File: config.mk
export PLATFORM = sky130hd
export DESIGN_NAME = lla_rule
export DESIGN_NICKNAME = d
export VERILOG_FILES = /design/src/hdl/lla_pkg.sv /design/src/hdl/lla_rule.sv
export SDC_FILE = /design/constraint.sdc
export NUM_CORES = 1
export LEC_CHECK = 0
export BUFFER_PORTS_ARGS = -buffer_cell sky130_fd_sc_hd__buf_2
export CAP_MARGIN = 25
export CORE_MARGIN = 3
export CORE_UTILIZATION = 55
export DETAILED_ROUTE_END_ITERATION = 6
export GPL_ROUTABILITY_DRIVEN = 0
export PLACE_DENSITY_LB_ADDON = 0.05
export SLEW_MARGIN = 10
export SYNTH_ARGS = -nofsm -noshare
export SYNTH_HDL_FRONTEND = slang
export SYNTH_SLANG_ARGS = --single-unit
File: constraint.sdc
create_clock -name vclk -period 7.1
set_input_delay 0.355 -clock vclk [all_inputs]
set_output_delay 0.355 -clock vclk [all_outputs]
set_load 0.02 [all_outputs]
File: src/hdl/lla_pkg.sv
// ----------------------------------------------------------------------------
// lla_pkg
// shared types and codes for the life-like automaton step block
// ----------------------------------------------------------------------------
package lla_pkg;

  typedef enum logic [1:0] {
    MODE_WRITE   = 2'd0,
    MODE_READ    = 2'd1,
    MODE_ADVANCE = 2'd2,
    MODE_CLEAR   = 2'd3
  } mode_t;

  typedef enum logic [1:0] {
    CFG_WIDTH   = 2'd0,
    CFG_HEIGHT  = 2'd1,
    CFG_BIRTH   = 2'd2,
    CFG_SURVIVE = 2'd3
  } cfg_idx_t;

  typedef enum logic [1:0] {
    ST_IDLE,
    ST_STEP,
    ST_DONE
  } state_t;

  // broadcast from the sequencer to every row cell
  typedef struct packed {
    logic write_en;
    logic clear;
    logic advance;
    logic rotate;
  } row_ctrl_t;

endpackage

File: src/hdl/lla_rule.sv
// ----------------------------------------------------------------------------
// lla_rule
// next value of one row from itself and the rows above and below, with column wrap
// ----------------------------------------------------------------------------
module lla_rule
  import lla_pkg::*;
#(
  parameter int W  = 64,
  parameter int CW = 7
) (
  input  logic [W-1:0]  up,
  input  logic [W-1:0]  mid,
  input  logic [W-1:0]  dn,
  input  logic [CW-1:0] width,
  input  logic [8:0]    birth,
  input  logic [8:0]    survive,
  output logic [W-1:0]  nxt
);

  always_comb begin
    for (int x = 0; x < W; x++) begin
      logic [CW-1:0] lf, rt;
      logic [3:0] n;
      lf = (x == 0) ? CW'(width - 1'b1) : CW'(x - 1);
      rt = (CW'(x + 1) == width) ? '0 : CW'(x + 1);
      n = 4'(up[lf[$clog2(W)-1:0]]) + 4'(up[x]) + 4'(up[rt[$clog2(W)-1:0]])
        + 4'(mid[lf[$clog2(W)-1:0]]) + 4'(mid[rt[$clog2(W)-1:0]])
        + 4'(dn[lf[$clog2(W)-1:0]]) + 4'(dn[x]) + 4'(dn[rt[$clog2(W)-1:0]]);
      if (CW'(x) < width) begin
        nxt[x] = mid[x] ? survive[n] : birth[n];
      end else begin
        nxt[x] = mid[x];
      end
    end
  end

endmodule
==> run_summary.xml <==
<?xml version="1.0" encoding="UTF-8"?>
<metrics>
  <group name="timing">
    <metric name="min_period" unit="ps">6460</metric>
    <metric name="finalSetupViolCount" unit="">0</metric>
    <metric name="achievable-frequency" unit="GHz">0.155</metric>
    <metric name="layout_worst_path_cycle_share" unit="%">91.0</metric>
    <metric name="slew_headroom" unit="%">25.8</metric>
    <metric name="slew_worst_pin" unit="ps">1110</metric>
    <metric name="setup_repair_after_global_routing_missed_its_margin" unit="">no</metric>
    <metric name="report.final.slew_viol_count" unit="">0</metric>
    <metric name="setup_tns" unit="ps">0</metric>
    <metric name="timing_hold_violations_final" unit="">0</metric>
    <metric name="layout_setup_ws" unit="ps">641</metric>
    <metric name="whs" unit="ps">1080</metric>
  </group>
  <group name="power_and_ir_drop">
    <metric name="switching_share" unit="%">49.3</metric>
    <metric name="vdd_drop_max" unit="uV">151</metric>
    <metric name="seqPwrFrac" unit="%">0</metric>
    <metric name="switchingPower" unit="mW">3.15</metric>
    <metric name="finalPower" unit="mW">6.38</metric>
    <metric name="combinationalPowerShare" unit="%">100.0</metric>
    <metric name="internal-power" unit="mW">3.23</metric>
    <metric name="power.static_leakage" unit="nW">12.1</metric>
    <metric name="pwr-share-clk" unit="%">0</metric>
    <metric name="power-per-cell-area" unit="nW/um2">235</metric>
  </group>
  <group name="global_routing">
    <metric name="global_route.peak_usage_layer" unit="">met2</metric>
    <metric name="global_route_wire_length_before_repair" unit="mm">152</metric>
    <metric name="grt_antenna_before_repair" unit="">10</metric>
    <metric name="gr_usage_total" unit="%">40.7</metric>
    <metric name="grt_start_max_net_pins" unit="">65</metric>
    <metric name="grtUsageMet2" unit="%">63.4</metric>
    <metric name="gr-usage-met3" unit="%">10.3</metric>
    <metric name="residual_overflow_from_global_routing" unit="">0</metric>
    <metric name="grt_util_met1" unit="%">54.2</metric>
    <metric name="via_count_of_the_first_global_routing_pass" unit="">24400</metric>
  </group>
  <group name="layout">
    <metric name="design.final.nets" unit="">3394</metric>
    <metric name="layout-area-overhead-vs-synth" unit="%">6.44</metric>
    <metric name="final_layout_size_suffix_gt1_share" unit="%">27.5</metric>
    <metric name="area.sequential" unit="um2">0</metric>
    <metric name="clock_buffer_count" unit="">0</metric>
    <metric name="seq_cell_count" unit="">0</metric>
  </group>
  <group name="cts">
    <metric name="post_cts_resized" unit="">0</metric>
    <metric name="post-cts-setup-buffers" unit="">0</metric>
    <metric name="cts.hold.buffers_added" unit="">0</metric>
  </group>
  <group name="synth">
    <metric name="synth_cells" unit="">2595</metric>
    <metric name="synth_nets" unit="">3264</metric>
    <metric name="synth_top_area_cells" unit="">sky130_fd_sc_hd__mux4_2 (27%), sky130_fd_sc_hd__fa_1 (20%), sky130_fd_sc_hd__ha_1 (9.6%)</metric>
    <metric name="synth.yosys.warnings" unit="">0</metric>
    <metric name="syn_area_per_cell" unit="um2">9.84</metric>
    <metric name="yosys.area.top_type_share" unit="%">26.6</metric>
    <metric name="area_of_the_mapped_netlist" unit="um2">25500</metric>
    <metric name="distinct_cell_type_count_after_synthesis" unit="">70</metric>
    <metric name="share_of_synthesized_area_occupied_by_flip_flops_and_latches" unit="%">0</metric>
    <metric name="synth_largest_area_cell" unit="">sky130_fd_sc_hd__mux4_2</metric>
  </group>
  <group name="die">
    <metric name="coreArea" unit="um2">45600</metric>
    <metric name="io_pins" unit="">281</metric>
    <metric name="placement_rows" unit="">78</metric>
    <metric name="die_area" unit="um2">49100</metric>
    <metric name="die_width" unit="um">221</metric>
    <metric name="die_height" unit="um">221</metric>
    <metric name="initial_utilization" unit="%">56.0</metric>
  </group>
  <group name="setup_path">
    <metric name="crit_path_end_kind" unit="">output pin</metric>
    <metric name="cell_type_group_with_the_largest_total_delay_on_the_critical_path" unit="">adder cells</metric>
    <metric name="crit_required" unit="ps">6740</metric>
    <metric name="arrival" unit="ps">6100</metric>
    <metric name="critPathSlowestCell" unit="">sky130_fd_sc_hd__ha_2</metric>
    <metric name="cp_num_buf_inv" unit="">5</metric>
    <metric name="timing.setup.critical_path_class" unit="">primary input to output pin</metric>
    <metric name="path_cells" unit="">buf_2 &gt; inv_1 &gt; ha_2 &gt; buf_4 &gt; mux4_2 &gt; mux2i_1 &gt; a32o_1 &gt; nor3_1 &gt; a31oi_1 &gt; fa_1 &gt; inv_1 &gt; fa_1 &gt; ha_1 &gt; fa_1 &gt; mux4_2 &gt; a21boi_0 &gt; a41oi_1 &gt; o21ai_0 &gt; a21oi_1 &gt; a31oi_1 &gt; buf_2</metric>
    <metric name="startpoint_types" unit="">primary input</metric>
    <metric name="worst_path_most_repeated_cell" unit="">sky130_fd_sc_hd__fa_1</metric>
    <metric name="critical-path-max-stage-delay" unit="ps">660</metric>
    <metric name="crit_path_max_fanout" unit="">18</metric>
  </group>
  <group name="run">
    <metric name="maxCapViolCount" unit="">0</metric>
  </group>
  <group name="drt">
    <metric name="detail_route.vias_per_cell" unit="">7.14</metric>
    <metric name="detail_route.first_pass.iterations" unit="">6</metric>
    <metric name="drt_iter0_drc" unit="">3024</metric>
    <metric name="postRouteAntennaNets" unit="">0</metric>
    <metric name="route.vias.total" unit="">23800</metric>
    <metric name="drc" unit="">0</metric>
    <metric name="route.final.wire_length" unit="mm">102</metric>
    <metric name="wl_per_cell" unit="um">30.7</metric>
  </group>
  <group name="min_path">
    <metric name="launch_instance_of_the_worst_min_delay_path" unit="">mid[13]</metric>
    <metric name="hold_path_class" unit="">primary input to output pin</metric>
    <metric name="whs_path_depth" unit="">3</metric>
    <metric name="worst_hold_path.endpoint" unit="">nxt[13]</metric>
  </group>
  <group name="placed_design">
    <metric name="dp.final_hpwl" unit="mm">73.1</metric>
    <metric name="count_of_buffers_inserted_at_the_top_level_ports" unit="">281</metric>
    <metric name="pre_cts_ws" unit="ps">823</metric>
  </group>
  <group name="status">
    <metric name="outcome" unit="">complete, no violations</metric>
  </group>
</metrics>
==> through the flow <==
step	util [%]	cells	area [um2]
2_1_floorplan	-	2595	25500
3_3_place_gp	59.6	3323	27200
3_5_place_dp	59.6	3323	27200
4_1_cts	59.6	3323	27200
5_1_grt	59.6	3325	27200
6_report	59.6	3329	27200
==> synthesized netlist by cell type, types with 13 or more instances <==
master and n:
sky130_fd_sc_hd__nand2_1 183, sky130_fd_sc_hd__a31oi_1 13, sky130_fd_sc_hd__fa_1 256, sky130_fd_sc_hd__mux2_2 99, sky130_fd_sc_hd__nand2b_1 20, sky130_fd_sc_hd__buf_2 38
sky130_fd_sc_hd__a221oi_1 19, sky130_fd_sc_hd__a21oi_1 126, sky130_fd_sc_hd__inv_1 396, sky130_fd_sc_hd__clkbuf_1 138, sky130_fd_sc_hd__mux2i_1 181, sky130_fd_sc_hd__nand3b_1 26
sky130_fd_sc_hd__nor2_1 129, sky130_fd_sc_hd__ha_1 196, sky130_fd_sc_hd__nand3_1 22, sky130_fd_sc_hd__a22oi_1 20, sky130_fd_sc_hd__xor2_1 59, sky130_fd_sc_hd__o31ai_1 16
sky130_fd_sc_hd__nor2b_1 34, sky130_fd_sc_hd__o21ai_0 62, sky130_fd_sc_hd__mux4_2 302, sky130_fd_sc_hd__o21ai_1 16, sky130_fd_sc_hd__a21o_1 42, sky130_fd_sc_hd__a22o_1 15
==> routing by layer <==
| layer | vias to the layer above | part of all wire [%] |
|---|---|---|
| li1 | 9665 | - |
| met1 | 11900 | 36 |
| met2 | 1843 | 45 |
| met3 | 371 | 14 |
| met4 | 4 | 5.8 |
| met5 | - | 0.023 |
==> worst max-delay path by stage <==
stage / from / end / cells after the start
2_1_floorplan: width[0] / nxt[0] / 22
3_3_place_gp: width[1] / nxt[0] / 21
3_5_place_dp: width[1] / nxt[0] / 21
4_1_cts: width[1] / nxt[0] / 21
5_1_grt: width[1] / nxt[0] / 21
6_report: width[1] / nxt[0] / 21
==> cell families after synthesis <==
logic type      Yosys count  share of synthesized area, %
mux                     594                          39.1
buf+inv                 594                          9.36
simple gates            494                          9.50
fa+ha+maj               452                          29.7
compound gates          393                          9.99
xor+xnor                 68                          2.33
==> layout by cell type, fill, tap and decap left out, types with 7 or more instances in the layout <==
cell / n
sky130_fd_sc_hd__a21o_1: 42
sky130_fd_sc_hd__a21oi_1: 126
sky130_fd_sc_hd__a221oi_1: 19
sky130_fd_sc_hd__a222oi_1: 12
sky130_fd_sc_hd__a22o_1: 15
sky130_fd_sc_hd__a22oi_1: 20
sky130_fd_sc_hd__a31oi_1: 13
sky130_fd_sc_hd__a41oi_1: 7
sky130_fd_sc_hd__and4b_1: 9
sky130_fd_sc_hd__buf_2: 274
sky130_fd_sc_hd__buf_4: 51
sky130_fd_sc_hd__fa_1: 256
sky130_fd_sc_hd__ha_1: 195
sky130_fd_sc_hd__inv_1: 396
sky130_fd_sc_hd__mux2_2: 99
sky130_fd_sc_hd__mux2i_1: 181
sky130_fd_sc_hd__mux4_1: 9
sky130_fd_sc_hd__mux4_2: 302
sky130_fd_sc_hd__nand2_1: 183
sky130_fd_sc_hd__nand2b_1: 20
sky130_fd_sc_hd__nand3_1: 22
sky130_fd_sc_hd__nand3b_1: 26
sky130_fd_sc_hd__nor2_1: 128
sky130_fd_sc_hd__nor2b_1: 34
sky130_fd_sc_hd__nor3_1: 7
sky130_fd_sc_hd__nor4b_1: 10
sky130_fd_sc_hd__o21ai_0: 62
sky130_fd_sc_hd__o21ai_1: 16
sky130_fd_sc_hd__o31ai_1: 16
sky130_fd_sc_hd__or3_1: 11
sky130_fd_sc_hd__xnor2_1: 8
sky130_fd_sc_hd__xor2_1: 58
==> power groups by stage <==
stage / combinational [mW] / sequential, mW / clock (mW)
final: 6.38 / 0 / 0.000000113
after global placement: 6.09 / 0 / 0
after global routing: 6.95 / 0 / 0.0000000377
after CTS: 6.32 / 0 / 0
after floorplan: 4.99 / 0 / 0
after detailed placement: 6.28 / 0 / 0
==> final cells by class <==
class | instances | area [um2]
inverter | 397 | 1490
tap | 600 | 751
fill | 3934 | 18400
multi-input combinational | 2001 | 23200
antenna | 6 | 15.0
timing repair buffer | 325 | 1750
Power figures use the tool's default switching activity.
