==> config.mk <==
export PLATFORM = sky130hd
export DESIGN_NAME = lla_row
export DESIGN_NICKNAME = d
export VERILOG_FILES = /design/src/hdl/lla_pkg.sv /design/src/hdl/lla_row.sv
export SDC_FILE = /design/constraint.sdc
export NUM_CORES = 1
export LEC_CHECK = 0
export BUFFER_PORTS_ARGS = -buffer_cell sky130_fd_sc_hd__buf_2
export CORE_MARGIN = 4
export CORE_UTILIZATION = 49
export CTS_CLUSTER_DIAMETER = 50
export CTS_CLUSTER_SIZE = 16
export DETAILED_ROUTE_END_ITERATION = 7
export GPL_TIMING_DRIVEN = 0
export PLACE_DENSITY_LB_ADDON = 0.15
export SETUP_SLACK_MARGIN = 0.4
export SLEW_MARGIN = 10
export SYNTH_ARGS = -nofsm -noshare
export SYNTH_HDL_FRONTEND = slang
export SYNTH_SLANG_ARGS = --single-unit
==> constraint.sdc <==
create_clock -name clk -period 1.8 [get_ports clk]
set_input_delay 0.18 -clock clk [delete_from_list [all_inputs] [get_ports clk]]
set_output_delay 0.18 -clock clk [all_outputs]
set_load 0.02 [all_outputs]
==> src/hdl/lla_pkg.sv <==
// ----------------------------------------------------------------------------
// lla_pkg
// shared types and codes for the life-like automaton step block
// ----------------------------------------------------------------------------
package lla_pkg;

  typedef enum logic [1:0] {
    MODE_WRITE   = 2'd0,
    MODE_READ    = 2'd1,
    MODE_ADVANCE = 2'd2,
    MODE_CLEAR   = 2'd3
  } mode_t;

  typedef enum logic [1:0] {
    CFG_WIDTH   = 2'd0,
    CFG_HEIGHT  = 2'd1,
    CFG_BIRTH   = 2'd2,
    CFG_SURVIVE = 2'd3
  } cfg_idx_t;

  typedef enum logic [1:0] {
    ST_IDLE,
    ST_STEP,
    ST_DONE
  } state_t;

  // broadcast from the sequencer to every row cell
  typedef struct packed {
    logic write_en;
    logic clear;
    logic advance;
    logic rotate;
  } row_ctrl_t;

endpackage

==> src/hdl/lla_row.sv <==
// ----------------------------------------------------------------------------
// lla_row
// one row of the grid; rows form a ring that rotates one row a cycle
// ----------------------------------------------------------------------------
module lla_row
  import lla_pkg::*;
#(
  parameter int W = 64
) (
  input  logic           clk,
  input  logic           rst_n,
  input  row_ctrl_t      ctrl,
  input  logic           sel,
  input  logic [W-1:0]   wmask,
  input  logic           wval,
  input  logic [W-1:0]   next_in,
  input  logic [W-1:0]   rot_in,
  output logic [W-1:0]   row_q
);

  logic [W-1:0] row_r, row_nxt;

  always_comb begin
    row_nxt = row_r;
    priority if (ctrl.clear) begin
      row_nxt = '0;
    end else if (ctrl.write_en && sel) begin
      row_nxt = (row_r & ~wmask) | (wval ? wmask : '0);
    end else if (ctrl.advance) begin
      row_nxt = next_in;
    end else if (ctrl.rotate) begin
      row_nxt = rot_in;
    end
  end

  always_ff @(posedge clk) begin
    if (!rst_n) begin
      row_r <= '0;
    end else begin
      row_r <= row_nxt;
    end
  end

  assign row_q = row_r;

endmodule

==> impl_metrics.json, run 1 <==
{
  "placementRows": 35,
  "postCtsHoldBufs": 0,
  "rsz0062_at_grt": "no",
  "status": "completed",
  "cts_resized": 0,
  "tightest_slew_ns": 0.734,
  "hold_class": "input port to register",
  "drc_errors": 0,
  "grt_pass1_vias": 5279,
  "fin_setup_tns_ns": 0,
  "clock_sinks": 64,
  "final_nets": 988,
  "gr-total-overflow": 0,
  "fmax_ghz": 0.861,
  "yosysSeqAreaShare_pct": 27.5,
  "io_buffer_count": 263,
  "finalWirelength_mm": 16.2,
  "setup-violations-final": 0,
  "dieArea_sq_mm": 0.0111,
  "diodes": 0,
  "cts_setup_buffers": 0,
  "syn_avg_cell_area_sq_um": 9.07,
  "gr-max-usage-layer": "met2",
  "dpl_cell_area_sq_mm": 0.00614,
  "gp_congestion": 0.878,
  "crit_path_start_kind": "input port",
  "fin_crit_sh_pct": 64.5,
  "die_w_um": 106,
  "hpwlAfterDp_mm": 12.5,
  "finalClockSkew_ns": 0,
  "slew_viol_final": 0,
  "htreeDepth": 3,
  "grt_max_degree": 11,
  "drt_pass1_iterations": 4,
  "yosys_warnings": 0,
  "root_buffer": "clkbuf_8",
  "synthCells": 514,
  "numCtsBuffers": 9,
  "finalHoldViolations": 0,
  "holdWs_ns": 0.0328,
  "antenna_found_initial": 0,
  "num_vias": 5192,
  "ioPinCount": 264,
  "cts_tree": "built",
  "grt_use_met2_pct": 48.0,
  "die_height_um": 106,
  "max_cap_viol_count": 0,
  "required_ns": 1.98,
  "clock_latency_ns": 0.32,
  "drt_iter0_drc": 301,
  "cts.clk_slew.worst_paths_ns": 0.08,
  "power.leakage_uw": 0.00310,
  "fin_crit_ns": 1.16,
  "critPathKind": "input port to register",
  "postRouteAntennaNets": 0,
  "cp_max_fo": 10,
  "clockBufferDepth": 2,
  "use_met3_pct": 5.76,
  "area_growth_pct": 35.1,
  "cp-end-kind": "register",
  "fin_area_sq_mm": 0.00630,
  "grt_first_pass_wirelength_mm": 25.0,
  "start_util_pct": 50.5,
  "wl_per_cell_um": 17.6,
  "ys_ff_latch": 64,
  "synthDistinctLibCells": 16,
  "irDropWorstVdd_mv": 0.407,
  "crit_arrival_ns": 1.34,
  "syn_nets": 714,
  "use_met1_pct": 32.5,
  "via_per_inst": 5.64,
  "grt.total_usage_pct": 27.3,
  "drive_gt1_share_pct": 47.5,
  "syn_area_sq_mm": 0.00466,
  "core_sq_mm": 0.00924,
  "power_density_mw_per_mm2": 606,
  "power_uw": 3820,
  "maxSlewHeadroom_pct": 51.1
}
cells in the mapped netlist:
| cell | count | area share, % |
|---|---|---|
| nand2_1 | 65 | 5.2 |
| a21oi_1 | 64 | 6.9 |
| dfxtp_1 | 64 | 27 |
| nand3b_1 | 64 | 10 |
| nor2b_1 | 64 | 8.6 |
| o211a_1 | 64 | 14 |
| a2111oi_2 | 62 | 20 |
| buf_2 | 22 | 2.4 |
| clkbuf_1 | 15 | 1.2 |
| buf_1 | 11 | 0.89 |
| buf_4 | 11 | 1.8 |
| buf_6 | 3 | 0.72 |
| a2111oi_1 | 2 | 0.43 |
| a211o_1 | 1 | 0.19 |
| nand2b_1 | 1 | 0.13 |
| nor2_2 | 1 | 0.13 |
worst max-delay path, stage by stage:
cell	delay (ns)
buf_2	0.10
buf_2	0.23
buf_1	0.40
nand3b_1	0.14
a21oi_1	0.21
a2111oi_2	0.07
layout by cell type (no fill, tap or decap):
cell type / instances
a2111oi_1: 2
a2111oi_2: 62
a211o_1: 1
a21oi_1: 64
buf_1: 11
buf_2: 285
buf_4: 11
buf_6: 3
clkbuf_1: 15
clkbuf_8: 10
clkinv_2: 3
clkinvlp_4: 1
dfxtp_1: 64
nand2_1: 65
nand2b_1: 1
nand3b_1: 64
nor2_2: 1
nor2b_1: 64
o211a_1: 64
layer usage:
layer,vias to the layer above,share of wire (%)
li1,2499,-
met1,2428,40
met2,228,50
met3,37,8.1
met4,0,2.7
met5,-,0
worst paths after layout:
| path | startpoint | end | slack [ns] | depth (start not counted) |
|---|---|---|---|---|
| worst max-delay path | ctrl[3] | register | 0.64 | 6 |
| worst min-delay path | wmask[18] | register | 0.03 | 2 |
| worst max register to register | register | register | 0.94 | 2 |
| worst min register to register | register | register | 0.54 | 2 |
final cells by class:
class	instances	area [sq um]
multi-input combinational	388	3060
clock inverter	4	22.5
clock buffer	10	138
tap	129	161
fill	803	2940
sequential	64	1280
buffer	62	324
timing repair buffer	263	1320
kinds of logic after synthesis:
| group | share of synthesized area [%] |
|---|---|
| flops | 27.5 |
| buf+inv | 6.95 |
| compound gates | 41.2 |
| simple gates | 24.4 |
report_power, final:
group / total (uW) / internal (uW) / leakage (uW) / switching [uW]
combinational: 1190 / 535 / 0.00249 / 660
clock: 1080 / 515 / 0.0000838 / 565
sequential: 1540 / 1500 / 0.000525 / 44.7
total: 3820 / 2550 / 0.00310 / 1270
metrics by stage:
step,util (%),instances,setup WS [ns]
finish,68.2,920,0.639
CTS,68.2,920,0.655
detailed placement,66.5,906,0.316
floorplan,-,514,0.685
global route,68.2,920,0.545
global placement,66.5,906,0.354
(Power assumes the default switching activity.)
==> run 2: changes to the inputs <==
--- a/config.mk
+++ b/config.mk
@@ -5,9 +5,10 @@
 export SDC_FILE = /design/constraint.sdc
 export NUM_CORES = 1
 export LEC_CHECK = 0
+export ABC_AREA = 1
 export BUFFER_PORTS_ARGS = -buffer_cell sky130_fd_sc_hd__buf_2
 export CORE_MARGIN = 4
-export CORE_UTILIZATION = 49
+export CORE_UTILIZATION = 43
 export CTS_CLUSTER_DIAMETER = 50
 export CTS_CLUSTER_SIZE = 16
 export DETAILED_ROUTE_END_ITERATION = 7
==> constraint.sdc (replaced) <==
create_clock -name clk -period 0.96 [get_ports clk]
set_input_delay 0.096 -clock clk [delete_from_list [all_inputs] [get_ports clk]]
set_output_delay 0.096 -clock clk [all_outputs]
set_load 0.02 [all_outputs]
==> impl_metrics.json, run 2 <==
{
  "status": "finished with violations",
  "failed_checks": "design-rule violations",
  "cp_top_family": "flip-flops",
  "die_height_um": 121,
  "drt_iter0_drc": 658,
  "clockBufferDepth": 2,
  "drc_errors": 1,
  "tightest_slew_ns": 0.221,
  "p_switching_uw": 3410,
  "start_util_pct": 44.7,
  "ys_ff_latch": 64,
  "synth_most_common_cell": "nand2_1",
  "fin_crit_ns": 0.919,
  "rsz0062_at_grt": "yes",
  "grt_pass1_vias": 7186,
  "htreeDepth": 3,
  "final_nets": 1621,
  "synthDistinctLibCells": 12,
  "finalClockSkew_ns": 0,
  "nFillCells": 874,
  "final_common_cell": "nand2_1",
  "maxSlewHeadroom_pct": 85.2,
  "yosysSeqAreaShare_pct": 23.4,
  "seq_area_sq_mm": 0.00137,
  "synthArstFlopShare_pct": 0,
  "gp_congestion": 0.865,
  "cp-end-kind": "output port",
  "ys_top_cells_by_count": "nand2_1, inv_1, nand3_1",
  "fin_util_pct": 82.1,
  "root_buffer": "clkbuf_16",
  "cp_max_fo": 2,
  "irDropWorstVdd_mv": 0.827,
  "cpPeakStageDelay_ns": 0.35,
  "crit_arrival_ns": 0.82,
  "gr-total-overflow": 0,
  "p_int_uw": 6580,
  "setup-violations-final": 0,
  "cts.clk_slew.worst_paths_ns": 0.06,
  "finalHoldViolations": 0,
  "path_cells": "buf_6",
  "syn_nets": 1290,
  "yosys_warnings": 0,
  "crit_path_start_kind": "register",
  "io_buffer_count": 262,
  "synthCells": 1090,
  "clock_sinks": 64,
  "postRouteAntennaNets": 0,
  "placementRows": 40,
  "drt_pass1_iterations": 8,
  "drive_gt1_share_pct": 44.9,
  "fin_setup_tns_ns": 0,
  "die_w_um": 121,
  "syn_area_sq_mm": 0.00548,
  "hold_class": "input port to register",
  "power_density_mw_per_mm2": 992,
  "switching_share_pct": 34.1,
  "critPathKind": "register to output port",
  "dieArea_sq_mm": 0.0146,
  "p_seq_share_pct": 29.7,
  "numCtsBuffers": 9,
  "syn_avg_cell_area_sq_um": 5.03,
  "max_cap_viol_count": 0,
  "synth_edf_count": 0,
  "power.leakage_uw": 0.00587,
  "hpwlAfterDp_mm": 13.6,
  "area_growth_pct": 83.7,
  "required_ns": 0.86,
  "ioPinCount": 264,
  "synth.area.top_cells": "nand2_1, dfxtp_1, inv_1",
  "mostFrequentLayoutCells": "nand2_1, inv_1, buf_2",
  "timing.critical_path.buf_inv": 1,
  "synth_top_area_cell": "nand2_1",
  "fmax_ghz": 1.09,
  "via_per_inst": 4.89,
  "clkPwrFrac_pct": 30.5,
  "synthFlopType": "dfxtp_1",
  "cp_slowest_cell": "dfxtp_4",
  "grt_max_degree": 12,
  "multi_input_area_sq_mm": 0.00375,
  "wl_per_cell_um": 14.2,
  "core_sq_mm": 0.0123,
  "slew_viol_final": 0,
  "antenna_found_initial": 1,
  "cts_tree": "built",
  "fin_crit_sh_pct": 95.7,
  "comb_power_share_pct": 39.8,
  "grt_first_pass_wirelength_mm": 33.4,
  "grt.total_usage_pct": 28.4,
  "num_vias": 7800,
  "clock_latency_ns": 0.34,
  "synth_top_area_share_pct": 26.3,
  "postCtsHoldBufs": 0,
  "finalWirelength_mm": 22.6
}
## run 2: cell types whose count changed in the layout (fill, tap and decap cells not counted), sizes merged, moves of 8 or more
cell and delta:
nor2b -64, buf +63, nand3b -64, nand2 +322, o211a -64, clkbuf -8
nor2 +129, inv +259, nand3 +192, a2111oi -64, a21oi -64
## run 2: cell type report
class,count,area share (%)
multi-input combinational,709,37.3
timing repair buffer,319,27.0
sequential,64,13.6
inverter,259,9.83
buffer,59,7.58
clock buffer,12,2.45
tap,168,2.09
clock inverter,4,0.199
antenna,1,0.0249
## run 2: final timing paths
path | startpoint | endpoint | slack [ns] | depth (start not counted)
min reg2reg | register | register | 0.52 | 4
max reg2reg | register | register | 0.11 | 6
max | register | row_q[54] | 0.04 | 1
min | wmask[18] | register | 0.1 | 5
## run 2: logic make-up after synthesis
family / count (synthesis) / synth area share, %
buf+inv: 318 / 23.6
flops: 64 / 23.4
simple gates: 708 / 53.0
## run 2: metal layers
layer	global-route usage [%]	wire, um
met1	33.4	8580
met2	49.6	11300
met3	6.53	1890
met4	12.0	806
met5	0	0
## run 2: through the flow
stage          setup slack [ns]  total power, uW  hold slack [ns]  cells  cell area (sq um)
3_3_place_gp             -0.171             5620            0.412   1520               7400
3_5_place_dp             -0.195             5650            0.416   1520               7400
4_1_cts                  0.0371             9600           0.0931   1582               9410
5_1_grt                  0.0193            10500            0.125   1595              10100
2_1_floorplan             0.218             4710            0.253   1090               5880
6_report                 0.0414             9980           0.0976   1595              10100
## run 2: what timing repair did
action / in CTS / in global routing
setup endpoints to repair: 128 / 128
gates resized for setup: 361 / 144
cloned: 15 / 4
pin swaps: 68 / 104
setup buffers: 31 / 8
## run 2: power groups by stage
stage | clock network, uW | logic [uW] | registers [uW]
after floorplan | 0 | 1560 | 3150
after global placement | 0 | 2680 | 2940
after detailed placement | 0 | 2700 | 2950
after CTS | 3100 | 3540 | 2960
after global routing | 3210 | 4310 | 2980
final | 3050 | 3970 | 2970
